$ cat config.mk
export PLATFORM = sky130hd
export DESIGN_NAME = multi_mode_light_controller
export DESIGN_NICKNAME = d
export VERILOG_FILES = /design/src/mmlc_pkg.sv /design/src/mmlc_cfg.sv /design/src/mmlc_eval.sv /design/src/multi_mode_light_controller.sv
export SDC_FILE = /design/constraint.sdc
export NUM_CORES = 1
export LEC_CHECK = 0
export ABC_AREA = 0
export BUFFER_PORTS_ARGS = -buffer_cell sky130_fd_sc_hd__buf_2
export CAP_MARGIN = 0
export CORE_ASPECT_RATIO = 1.2
export CORE_MARGIN = 1.5
export CORE_UTILIZATION = 59
export DETAILED_ROUTE_END_ITERATION = 6
export PLACE_DENSITY = 0.92
export SYNTH_ARGS = -nofsm -noshare
export SYNTH_HDL_FRONTEND = slang
export SYNTH_SLANG_ARGS = --single-unit
$ cat constraint.sdc
create_clock -name clk -period 3.7 [get_ports clk]
set_input_delay 0.185 -clock clk [delete_from_list [all_inputs] [get_ports clk]]
set_output_delay 0.185 -clock clk [all_outputs]
set_load 0.01 [all_outputs]
$ cat src/mmlc_pkg.sv
// ----------------------------------------------------------------------------
// mmlc_pkg
// Shared types and codes for the multi-mode light controller.
// ----------------------------------------------------------------------------
package mmlc_pkg;

  localparam int unsigned KindW   = 3;
  localparam int unsigned ValueW  = 11;
  localparam int unsigned MinuteW = 11;
  localparam int unsigned TicksW  = 16;
  localparam int unsigned CodeW   = 2;
  localparam int unsigned IndexW  = 3;
  localparam int unsigned DataW   = 16;

  // control modes
  localparam logic [2:0] MODE_NONE    = 3'd0;
  localparam logic [2:0] MODE_SENSOR  = 3'd1;
  localparam logic [2:0] MODE_CLOCK   = 3'd2;
  localparam logic [2:0] MODE_TURNOUT = 3'd3;
  localparam logic [2:0] MODE_TIMED   = 3'd4;
  localparam logic [2:0] MODE_TWO     = 3'd5;

  // event kinds
  localparam logic [KindW-1:0] KIND_SENSOR1  = 3'd0;
  localparam logic [KindW-1:0] KIND_SENSOR2  = 3'd1;
  localparam logic [KindW-1:0] KIND_TURNOUT  = 3'd2;
  localparam logic [KindW-1:0] KIND_MINUTE   = 3'd3;
  localparam logic [KindW-1:0] KIND_TICK     = 3'd4;
  localparam logic [KindW-1:0] KIND_ACTIVATE = 3'd5;

  // state codes
  localparam logic [CodeW-1:0] CODE_UNKNOWN      = 2'd0;
  localparam logic [CodeW-1:0] CODE_ACTIVE       = 2'd1;
  localparam logic [CodeW-1:0] CODE_INACTIVE     = 2'd2;
  localparam logic [CodeW-1:0] CODE_INCONSISTENT = 2'd3;

  // state codes at event value width
  localparam logic [ValueW-1:0] VALUE_UNKNOWN      = {{(ValueW-CodeW){1'b0}}, CODE_UNKNOWN};
  localparam logic [ValueW-1:0] VALUE_ACTIVE       = {{(ValueW-CodeW){1'b0}}, CODE_ACTIVE};
  localparam logic [ValueW-1:0] VALUE_INACTIVE     = {{(ValueW-CodeW){1'b0}}, CODE_INACTIVE};
  localparam logic [ValueW-1:0] VALUE_INCONSISTENT = {{(ValueW-CodeW){1'b0}},
                                                      CODE_INCONSISTENT};

  // register indexes
  localparam logic [IndexW-1:0] REG_CONTROL_MODE   = 3'd0;
  localparam logic [IndexW-1:0] REG_SENSE_ACTIVE   = 3'd1;
  localparam logic [IndexW-1:0] REG_ON_WHEN_CLOSED = 3'd2;
  localparam logic [IndexW-1:0] REG_ON_MINUTE      = 3'd3;
  localparam logic [IndexW-1:0] REG_OFF_MINUTE     = 3'd4;
  localparam logic [IndexW-1:0] REG_ON_DURATION    = 3'd5;
  localparam logic [IndexW-1:0] REG_LIGHT_ENABLED  = 3'd6;

  typedef struct packed {
    logic [2:0]         control_mode;
    logic               sense_active;
    logic               on_when_closed;
    logic [MinuteW-1:0] on_minute;
    logic [MinuteW-1:0] off_minute;
    logic [TicksW-1:0]  on_duration;
    logic               light_enabled;
  } cfg_t;

  typedef struct packed {
    logic               light_state;
    logic [CodeW-1:0]   first_sensor;
    logic [CodeW-1:0]   second_sensor;
    logic [TicksW-1:0]  countdown;
    logic               countdown_busy;
  } state_t;

  typedef struct packed {
    logic [KindW-1:0]  kind;
    logic [ValueW-1:0] event_value;
  } item_t;

  typedef struct packed {
    logic light_on;
    logic command_issued;
    logic schedule_fault;
    logic timer_running;
  } result_t;

endpackage

$ cat src/mmlc_cfg.sv
// ----------------------------------------------------------------------------
// mmlc_cfg
// Configuration register file, written one register per transfer.
// ----------------------------------------------------------------------------
module mmlc_cfg
  import mmlc_pkg::*;
(
  input  logic              clk,
  input  logic              rst,
  input  logic              wr_en,
  input  logic [IndexW-1:0] wr_index,
  input  logic [DataW-1:0]  wr_data,
  output cfg_t              cfg
);

  always_ff @(posedge clk) begin
    if (rst) begin
      cfg.control_mode   <= MODE_NONE;
      cfg.sense_active   <= 1'b1;
      cfg.on_when_closed <= 1'b1;
      cfg.on_minute      <= '0;
      cfg.off_minute     <= '0;
      cfg.on_duration    <= '0;
      cfg.light_enabled  <= 1'b1;
    end else if (wr_en) begin
      unique case (wr_index)
        REG_CONTROL_MODE:   cfg.control_mode   <= wr_data[2:0];
        REG_SENSE_ACTIVE:   cfg.sense_active   <= wr_data[0];
        REG_ON_WHEN_CLOSED: cfg.on_when_closed <= wr_data[0];
        REG_ON_MINUTE:      cfg.on_minute      <= wr_data[MinuteW-1:0];
        REG_OFF_MINUTE:     cfg.off_minute     <= wr_data[MinuteW-1:0];
        REG_ON_DURATION:    cfg.on_duration    <= wr_data[TicksW-1:0];
        REG_LIGHT_ENABLED:  cfg.light_enabled  <= wr_data[0];
        default: ;
      endcase
    end
  end

endmodule

$ cat src/mmlc_eval.sv
// ----------------------------------------------------------------------------
// mmlc_eval
// Next-state and result logic for one event item.
// ----------------------------------------------------------------------------
module mmlc_eval
  import mmlc_pkg::*;
(
  input  cfg_t    cfg,
  input  state_t  st,
  input  item_t   item,
  output state_t  st_next,
  output result_t res
);

  logic             do_drive;
  logic             drive_val;
  logic [CodeW-1:0] sens;
  logic [CodeW-1:0] want;
  logic             win;
  logic             en;

  always_comb begin
    st_next   = st;
    do_drive  = 1'b0;
    drive_val = 1'b0;
    en        = cfg.light_enabled;
    sens      = (item.event_value > VALUE_INCONSISTENT) ? CODE_INCONSISTENT
                                                        : item.event_value[CodeW-1:0];
    want      = cfg.sense_active ? CODE_ACTIVE : CODE_INACTIVE;
    if (cfg.on_minute <= cfg.off_minute) begin
      win = (item.event_value >= cfg.on_minute) && (item.event_value < cfg.off_minute);
    end else begin
      win = (item.event_value >= cfg.on_minute) || (item.event_value < cfg.off_minute);
    end

    case (item.kind)
      KIND_SENSOR1: begin
        st_next.first_sensor = sens;
        if (en && cfg.control_mode == MODE_SENSOR) begin
          do_drive  = (sens == CODE_ACTIVE) || (sens == CODE_INACTIVE);
          drive_val = (sens == CODE_ACTIVE) ? cfg.sense_active : ~cfg.sense_active;
        end else if (en && cfg.control_mode == MODE_TWO) begin
          do_drive  = 1'b1;
          drive_val = (sens == want) || (st.second_sensor == want);
        end else if (en && cfg.control_mode == MODE_TIMED) begin
          if (sens == CODE_ACTIVE && !st.countdown_busy) begin
            do_drive               = 1'b1;
            drive_val              = 1'b1;
            st_next.countdown      = cfg.on_duration;
            st_next.countdown_busy = 1'b1;
          end
        end
      end
      KIND_SENSOR2: begin
        st_next.second_sensor = sens;
        if (en && cfg.control_mode == MODE_TWO) begin
          do_drive  = 1'b1;
          drive_val = (st.first_sensor == want) || (sens == want);
        end
      end
      KIND_TURNOUT: begin
        if (en && cfg.control_mode == MODE_TURNOUT) begin
          do_drive  = (item.event_value == VALUE_ACTIVE) ||
                      (item.event_value == VALUE_INACTIVE);
          drive_val = (item.event_value == VALUE_ACTIVE) ? cfg.on_when_closed
                                                         : ~cfg.on_when_closed;
        end
      end
      KIND_MINUTE: begin
        if (en && cfg.control_mode == MODE_CLOCK) begin
          do_drive  = (win != st.light_state);
          drive_val = win;
        end
      end
      KIND_TICK: begin
        if (st.countdown_busy) begin
          if (st.countdown <= 16'd1) begin
            st_next.countdown      = '0;
            st_next.countdown_busy = 1'b0;
            do_drive               = 1'b1;
            drive_val              = 1'b0;
          end else begin
            st_next.countdown = st.countdown - 16'd1;
          end
        end
      end
      KIND_ACTIVATE: begin
        if (en) begin
          case (cfg.control_mode)
            MODE_SENSOR: begin
              do_drive  = (st.first_sensor == CODE_ACTIVE) ||
                          (st.first_sensor == CODE_INACTIVE);
              drive_val = (st.first_sensor == CODE_ACTIVE) ? cfg.sense_active
                                                           : ~cfg.sense_active;
            end
            MODE_CLOCK: begin
              do_drive  = (win != st.light_state);
              drive_val = win;
            end
            MODE_TURNOUT: begin
              do_drive  = (item.event_value == VALUE_ACTIVE) ||
                          (item.event_value == VALUE_INACTIVE);
              drive_val = (item.event_value == VALUE_ACTIVE) ? cfg.on_when_closed
                                                             : ~cfg.on_when_closed;
            end
            MODE_TIMED: begin
              do_drive  = 1'b1;
              drive_val = 1'b0;
            end
            MODE_TWO: begin
              do_drive  = 1'b1;
              drive_val = (st.first_sensor == want) || (st.second_sensor == want);
            end
            default: ;
          endcase
        end
      end
      default: ;
    endcase

    if (do_drive) begin
      st_next.light_state = drive_val;
    end

    res.light_on       = st_next.light_state;
    res.command_issued = do_drive;
    res.schedule_fault = (cfg.on_minute == cfg.off_minute);
    res.timer_running  = st_next.countdown_busy;
  end

endmodule

$ cat src/multi_mode_light_controller.sv
// ----------------------------------------------------------------------------
// multi_mode_light_controller
// One light driven by sensor, turnout, clock window or one-shot timer events.
//
//   channel  dir  handshake              payload
//   s_axis   in   tvalid / tready        tuser kind, tdata event_value
//   m_axis   out  tvalid / tready        tdata result flags
//   cfg      in   cfg_valid / cfg_ready  cfg_index, cfg_data
//
// one item per cycle sustained while m_axis_tready is high
// the input register feeds a single evaluation stage into the result register
// reset clears mode, state and both valid flags; config is always ready
// with m_axis_tready low the result holds and one more item is taken in
// ----------------------------------------------------------------------------
module multi_mode_light_controller
  import mmlc_pkg::*;
(
  input  logic              clk,
  input  logic              rst,
  input  logic              s_axis_tvalid,
  output logic              s_axis_tready,
  input  logic [15:0]       s_axis_tdata,  // event_value[10:0], zero fill
  input  logic [KindW-1:0]  s_axis_tuser,  // kind[2:0]
  output logic              m_axis_tvalid,
  input  logic              m_axis_tready,
  output logic [7:0]        m_axis_tdata,  // light_on, command_issued,
                                           // schedule_fault, timer_running, zero fill
  input  logic              cfg_valid,
  output logic              cfg_ready,
  input  logic [IndexW-1:0] cfg_index,
  input  logic [DataW-1:0]  cfg_data
);

  cfg_t    cfg;
  state_t  st;
  state_t  st_next;
  item_t   in_item;
  logic    in_valid;
  result_t res_next;
  result_t res;
  logic    advance;

  assign cfg_ready = 1'b1;

  mmlc_cfg u_cfg (
    .clk      (clk),
    .rst      (rst),
    .wr_en    (cfg_valid),
    .wr_index (cfg_index),
    .wr_data  (cfg_data),
    .cfg      (cfg)
  );

  mmlc_eval u_eval (
    .cfg     (cfg),
    .st      (st),
    .item    (in_item),
    .st_next (st_next),
    .res     (res_next)
  );

  assign advance       = in_valid && (!m_axis_tvalid || m_axis_tready);
  assign s_axis_tready = !in_valid || advance;

  always_ff @(posedge clk) begin
    if (rst) begin
      in_valid      <= 1'b0;
      m_axis_tvalid <= 1'b0;
      st            <= '0;
    end else begin
      if (s_axis_tready) begin
        in_valid <= s_axis_tvalid;
      end
      if (advance) begin
        m_axis_tvalid <= 1'b1;
        st            <= st_next;
      end else if (m_axis_tready) begin
        m_axis_tvalid <= 1'b0;
      end
    end
  end

  always_ff @(posedge clk) begin
    if (s_axis_tvalid && s_axis_tready) begin
      in_item.kind        <= s_axis_tuser;
      in_item.event_value <= s_axis_tdata[ValueW-1:0];
    end
    if (advance) begin
      res <= res_next;
    end
  end

  assign m_axis_tdata = {4'b0000, res.timer_running, res.schedule_fault,
                         res.command_issued, res.light_on};

`ifndef SYNTHESIS
  a_idle_countdown_zero: assert property (@(posedge clk) disable iff (rst)
    !st.countdown_busy |-> st.countdown == '0)
    else $error("countdown left non-zero while idle");

  a_result_matches_state: assert property (@(posedge clk) disable iff (rst)
    m_axis_tvalid |-> (m_axis_tdata[0] == st.light_state) &&
                      (m_axis_tdata[3] == st.countdown_busy))
    else $error("pending result disagrees with light state");

  a_ready_when_empty: assert property (@(posedge clk) disable iff (rst)
    !m_axis_tvalid |-> s_axis_tready)
    else $error("input stalled with empty result register");
`endif

endmodule

# Yosys cells after proc, flatten, opt, wreduce, memory -nomap -nowiden
# Index checks and enable logic that the tools add are counted.
# classes
n_addsub,1
magnitude_cmp,5
eq_ne,32
mux,37
n_bitwise,2
n_reduce_logical,36
# ops
cell,count
two-way mux 17 bit,5
case mux 17 bit (2 select lines),1
two-way mux 1 bit,24
== test 3 bit (second input constant),7
== test 3 x 2 -> 1 bit (second input constant),6
AND reduction 2 bit,9
<= comparator 16 x 1 -> 1 bit (second input constant),1
two-way mux 16 bit,1
subtractor 16 x 1 -> 16 bit (second input constant),1
== test 11 x 1 -> 1 bit (second input constant),1
== test 11 bit,1
== test 11 x 2 -> 1 bit (second input constant),1
>= comparator 11 bit,1
greater-than comparator 11 x 2 -> 1 bit (second input constant),1
<= comparator 11 bit,1
less-than comparator 11 bit,1
== test 3 x 1 -> 1 bit (second input constant),3
logical AND 1 bit,9
logical OR 1 bit,9
case mux 1 bit (4 select lines),2
AND reduction 7 bit,1
== test 2 bit,3
zero test 3 bit,2
inequality test 2 bit (second input constant),3
11 further kinds,19
# word_totals
ff_bits,86
inputBits,43
out_inout_bits,11
word_cells,133

# Logic depth before layout (Yosys ltp)
# depth
ltp_word,10
ltp_mapped,14
depth_no_buf,12

# Cells and area by module
# From an unflattened synthesis, not the netlist that was laid out.
# unflattened
cells_unflattened,604
hier_area_um2,5510.3
# by_module_without_submodules
module,instances,cells_each,area_each_um2,seq_area_each_um2
mmlc_eval,1,304,1994.4,0.0
mmlc_cfg,1,169,1835.5,880.8
multi_mode_light_controller,1,131,1680.4,1021.0

# Worst setup path after synthesis
# No wires, ideal clock.
# synth_path
path_kind,register -> register
start,reg in_item[5] (netlist bit)
end,reg st[4] (netlist name)
setup_ns,0.128
arrival_time_ns,2.906
required_time_ns,3.572
path_slack_ns,0.667
stages_incl_launch_ff,15
path_buffers,2
period_less_slack_ns,3.033
path_cell_list,edfxtp_1 -> nor4_1 -> nand3_1 -> or2_2 -> inv_1 -> ha_1 -> nand2_1 -> nor3_1 -> nor3b_2 -> o21a_1 -> buf_2 -> buf_2 -> o21ai_0 -> a22oi_1 -> nor2_1
# synth_via
elab_chain_cells,6
# synth_lines
element,line,text
from (decl),multi_mode_light_controller.sv:37,item_t in_item;
greater-than comparator 11 x 2 -> 1 bit,mmlc_eval.sv:27,sens = (item.event_value > VALUE_INCONSISTENT) ? CODE_INCONSISTENT
two-way mux 2 bit,mmlc_eval.sv:27,
== test 2 x 1 -> 1 bit,mmlc_eval.sv:46,if (sens == CODE_ACTIVE && !st.countdown_busy) begin
logical AND 1 bit,mmlc_eval.sv:46,
inequality test 2 x 1 -> 1 bit (no line),-,
AND reduction 7 bit (no line),-,
# Every way passes these cells.
# A chain may end at the register's enable or synchronous reset.

# Worst setup path after layout
# layout_path
start,reg in_item[9] (netlist bit)
end,reg st[16] (netlist name)
# layout_via
elab_chain_cells,6
# layout_lines
element,line
greater-than comparator 11 x 2 -> 1 bit,mmlc_eval.sv:27
two-way mux 2 bit,mmlc_eval.sv:27
== test 2 x 1 -> 1 bit,mmlc_eval.sv:46
logical AND 1 bit,mmlc_eval.sv:46
inequality test 2 x 1 -> 1 bit (no line),-
AND reduction 7 bit (no line),-
# Every way passes these cells.

==> impl_metrics.tcl <==
set metrics [dict create \
    nFillCells 573 \
    core_um2 7710 \
    leakage_nw 1.98 \
    max_freq_ghz 0.301 \
    crit_buf_inv 3 \
    r2r_setup_slack_ns 0.38 \
    drtPass1Iterations 7 \
    cp-end-kind "register" \
    r2r_end "st[16]" \
    fin_worst_hold_slack_ns 0.00621 \
    cts_max_path_buffers 2 \
    period_share_pct 89.8 \
    initial_utilization_pct 61.2 \
    place.port_buffers 43 \
    via_count 4408 \
    rsz0062_at_grt "no" \
    max-slew-margin-rel_pct 18.1 \
    finalInstanceArea_um2 5270 \
    grt_max_degree 67 \
    gp_congestion 1.05 \
    tightest_slew_ns 1.23 \
    detail_route.drc_violations 0 \
    startpoint_type "register" \
    synth_edf_count 18 \
    cap_viol_max_count 0 \
    antenna_found_initial 0 \
    dieArea_um2 8550 \
    viasPerCell 6.23 \
    cp.depth 13 \
    cp.arrival_ns 3.52 \
    avgSynthCellArea_um2 8.31 \
    cp_slowest_cell "nor3_1" \
    grt_pass1_vias 4139 \
    crit_end "st[16]" \
    holdPathStages 1 \
    fin_nets 689 \
    worstPathMaxFanout 28 \
    antenna_left 0 \
    grt-ovfl-total 0 \
    fin_crit_ns 3.32 \
    critical_path_required_ns 3.89 \
    crit_type "reg2reg" \
    place_hpwl_um 8090 \
    clock-sinks 86 \
    setup_viol 0 \
    hold_class "in2reg" \
    critPathTopFamily "simple AND/OR/NAND/NOR gates" \
    finalMaxSlewViolations 0 \
    synth-seq-cells 86 \
    die_w_um 84.6 \
    syn_to_final_growth_pct 11.6 \
    max-vdd-ir-drop_v 0.000341 \
    cts-root-buf "clkbuf_8" \
    skew_ns 0.00713 \
    status "complete, no violations" \
    fin_setup_tns_ns 0 \
    grt_use_total_pct 27.1 \
    crit_chain "nor3_1 > nand3_1 > or2_2 > inv_1 > ha_1 > nand2_1 > nor3_1 > nor3b_2 > o21a_1 > buf_4 > inv_1 > a221oi_1 > nor3_1" \
    power.density_nw_per_um2 359 \
    rows 35 \
    wl_per_cell_um 16.1 \
    synth_area_um2 4720 \
    drt_iter0_markers 347 \
    finalHoldViolCount 0 \
    post_dp_cell_area_um2 4950 \
    synth_warnings 0 \
    grt_pass1_wl_um 18400 \
    clock_latency_ns 0.35 \
    synth_cell_type_count 62 \
    syn_inst 568 \
    cts.clk_slew.worst_paths_ns 0.09 \
    cts_tree "done" \
    ys_seq_area_share_pct 40.3 \
    synthFlopType "dfxtp_1" \
    io_pins 54 \
    rr_worst_depth 13 \
    r2r_start "in_item[9]" \
    critPathMaxStageDelay_ns 0.53 \
    drt_wl_total_um 11400 \
    die_y_um 101 \
    cp_common_cell "nor3_1" \
    antenna_cells 0 \
    cts_setup_buffers 0 \
    worstSetupStartpoint "in_item[9]" \
    drive_gt1_share_pct 12.5 \
    htreeDepth 3 \
    cts_inserted_buffers 9 \
    ys_async_sr_fraction_pct 0 \
]
==> where the power goes <==
| group | leakage [nW] | total [mW] | internal (mW) | switching, mW |
|---|---|---|---|---|
| Combinational | 1.15 | 0.180 | 0.0749 | 0.105 |
| Clock | 0.112 | 0.706 | 0.357 | 0.349 |
| Sequential | 0.725 | 1.01 | 0.982 | 0.0230 |
| Total | 1.98 | 1.89 | 1.41 | 0.477 |
==> sequential cells by signal, summed over array words and instances (netlist names) <==
register,flops
st,22
m_axis_tvalid,1
m_axis_tdata,4
in_valid,1
u_cfg.cfg,44
in_item,14
==> what timing repair did <==
| item | CTS | global route |
|---|---|---|
| hold buffers | 10 | 0 |
| gates resized for setup | 0 | 1 |
| endpoints found under the setup margin | 0 | 5 |
| hold endpoints to repair | 10 | 0 |
==> through the flow <==
step                total power, mW  util (%)  setup WS [ns]  cells
finish                         1.89      68.4          0.377    707
global route                   1.95      68.4         0.0902    707
CTS                            1.89      68.3          0.262    707
detailed placement             1.19      64.2          0.381    681
global placement               1.18      64.2          0.448    681
floorplan                      1.13         -          0.667    571
==> how the worst min path moves through the flow <==
stage	start	to	slack, ns
6_report	s_axis_tdata[10]	in_item[10]	0.006
5_1_grt	s_axis_tuser[2]	in_item[13]	0.003
4_1_cts	s_axis_tuser[2]	in_item[13]	0.002
3_5_place_dp	s_axis_tdata[8]	in_item[8]	0.36
3_3_place_gp	s_axis_tdata[10]	in_item[10]	0.36
2_1_floorplan	s_axis_tdata[0]	in_item[0]	0.28
==> cells by family (layout without fill, tap and decap cells) <==
kind of cell	after synthesis	after routing	synth area share, %
muxes	6	6	1.27
adders and majority gates	37	37	9.76
DFF	86	86	40.3
xor gates and xnor gates	7	7	1.30
other	2	5	0.159
buffers and inverters	65	109	5.83
and+or+nand+nor	228	228	22.7
AOI/OAI and AO/OA	137	137	18.6
==> routing by layer <==
metal | GRT usage (%) | vias up | share of wire, %
met5 | 0 | - | 0
met4 | 16.9 | 0 | 4.3
met3 | 3.93 | 55 | 6.3
met2 | 47.9 | 209 | 51
met1 | 30.6 | 2070 | 38
li1 | - | 2074 | -
==> final cells by class <==
| cell class | instances | area (um2) | share of cell area, % |
|---|---|---|---|
| Clock buffer | 10 | 149 | 2.83 |
| Clock inverter | 6 | 66.3 | 1.26 |
| Inverter | 37 | 139 | 2.64 |
| Multi-Input combinational cell | 420 | 2560 | 48.6 |
| Sequential cell | 86 | 1900 | 36.1 |
| Tap cell | 92 | 115 | 2.18 |
| Timing Repair Buffer | 56 | 338 | 6.41 |
==> layout by cell type, fill, tap and decap left out, drive strengths merged, types with 5 or more instances in the layout <==
cell / synthesis / final
o31ai: 5 / 5
a21o: 8 / 8
conb: 2 / 5
clkbuf: 16 / 10
a211oi: 8 / 8
nand3b: 7 / 7
ha: 36 / 36
nand2: 106 / 106
nor3: 18 / 18
inv: 37 / 39
dfxtp: 68 / 68
o21ai: 21 / 21
a22oi: 9 / 9
nand4: 6 / 6
a221oi: 5 / 5
mux2i: 6 / 6
nand3: 13 / 13
dlygate4sd3: 0 / 10
a21oi: 54 / 54
nand2b: 7 / 7
xor2: 6 / 6
buf: 12 / 46
nor2b: 8 / 8
edfxtp: 18 / 18
nor2: 40 / 40
==> synthesized netlist by cell type, drive strengths merged, types with 8 or more instances <==
library cell	count	area, um2
a211oi	8	60.1
a21o	8	60.1
a21oi	54	270
a22oi	9	67.6
buf	12	76.3
clkbuf	16	60.1
dfxtp	68	1360
edfxtp	18	541
ha	36	450
inv	37	139
nand2	106	398
nand3	13	65.1
nor2	40	150
nor2b	8	50.1
nor3	18	101
o21ai	21	105
Power figures use the tool's default switching activity.
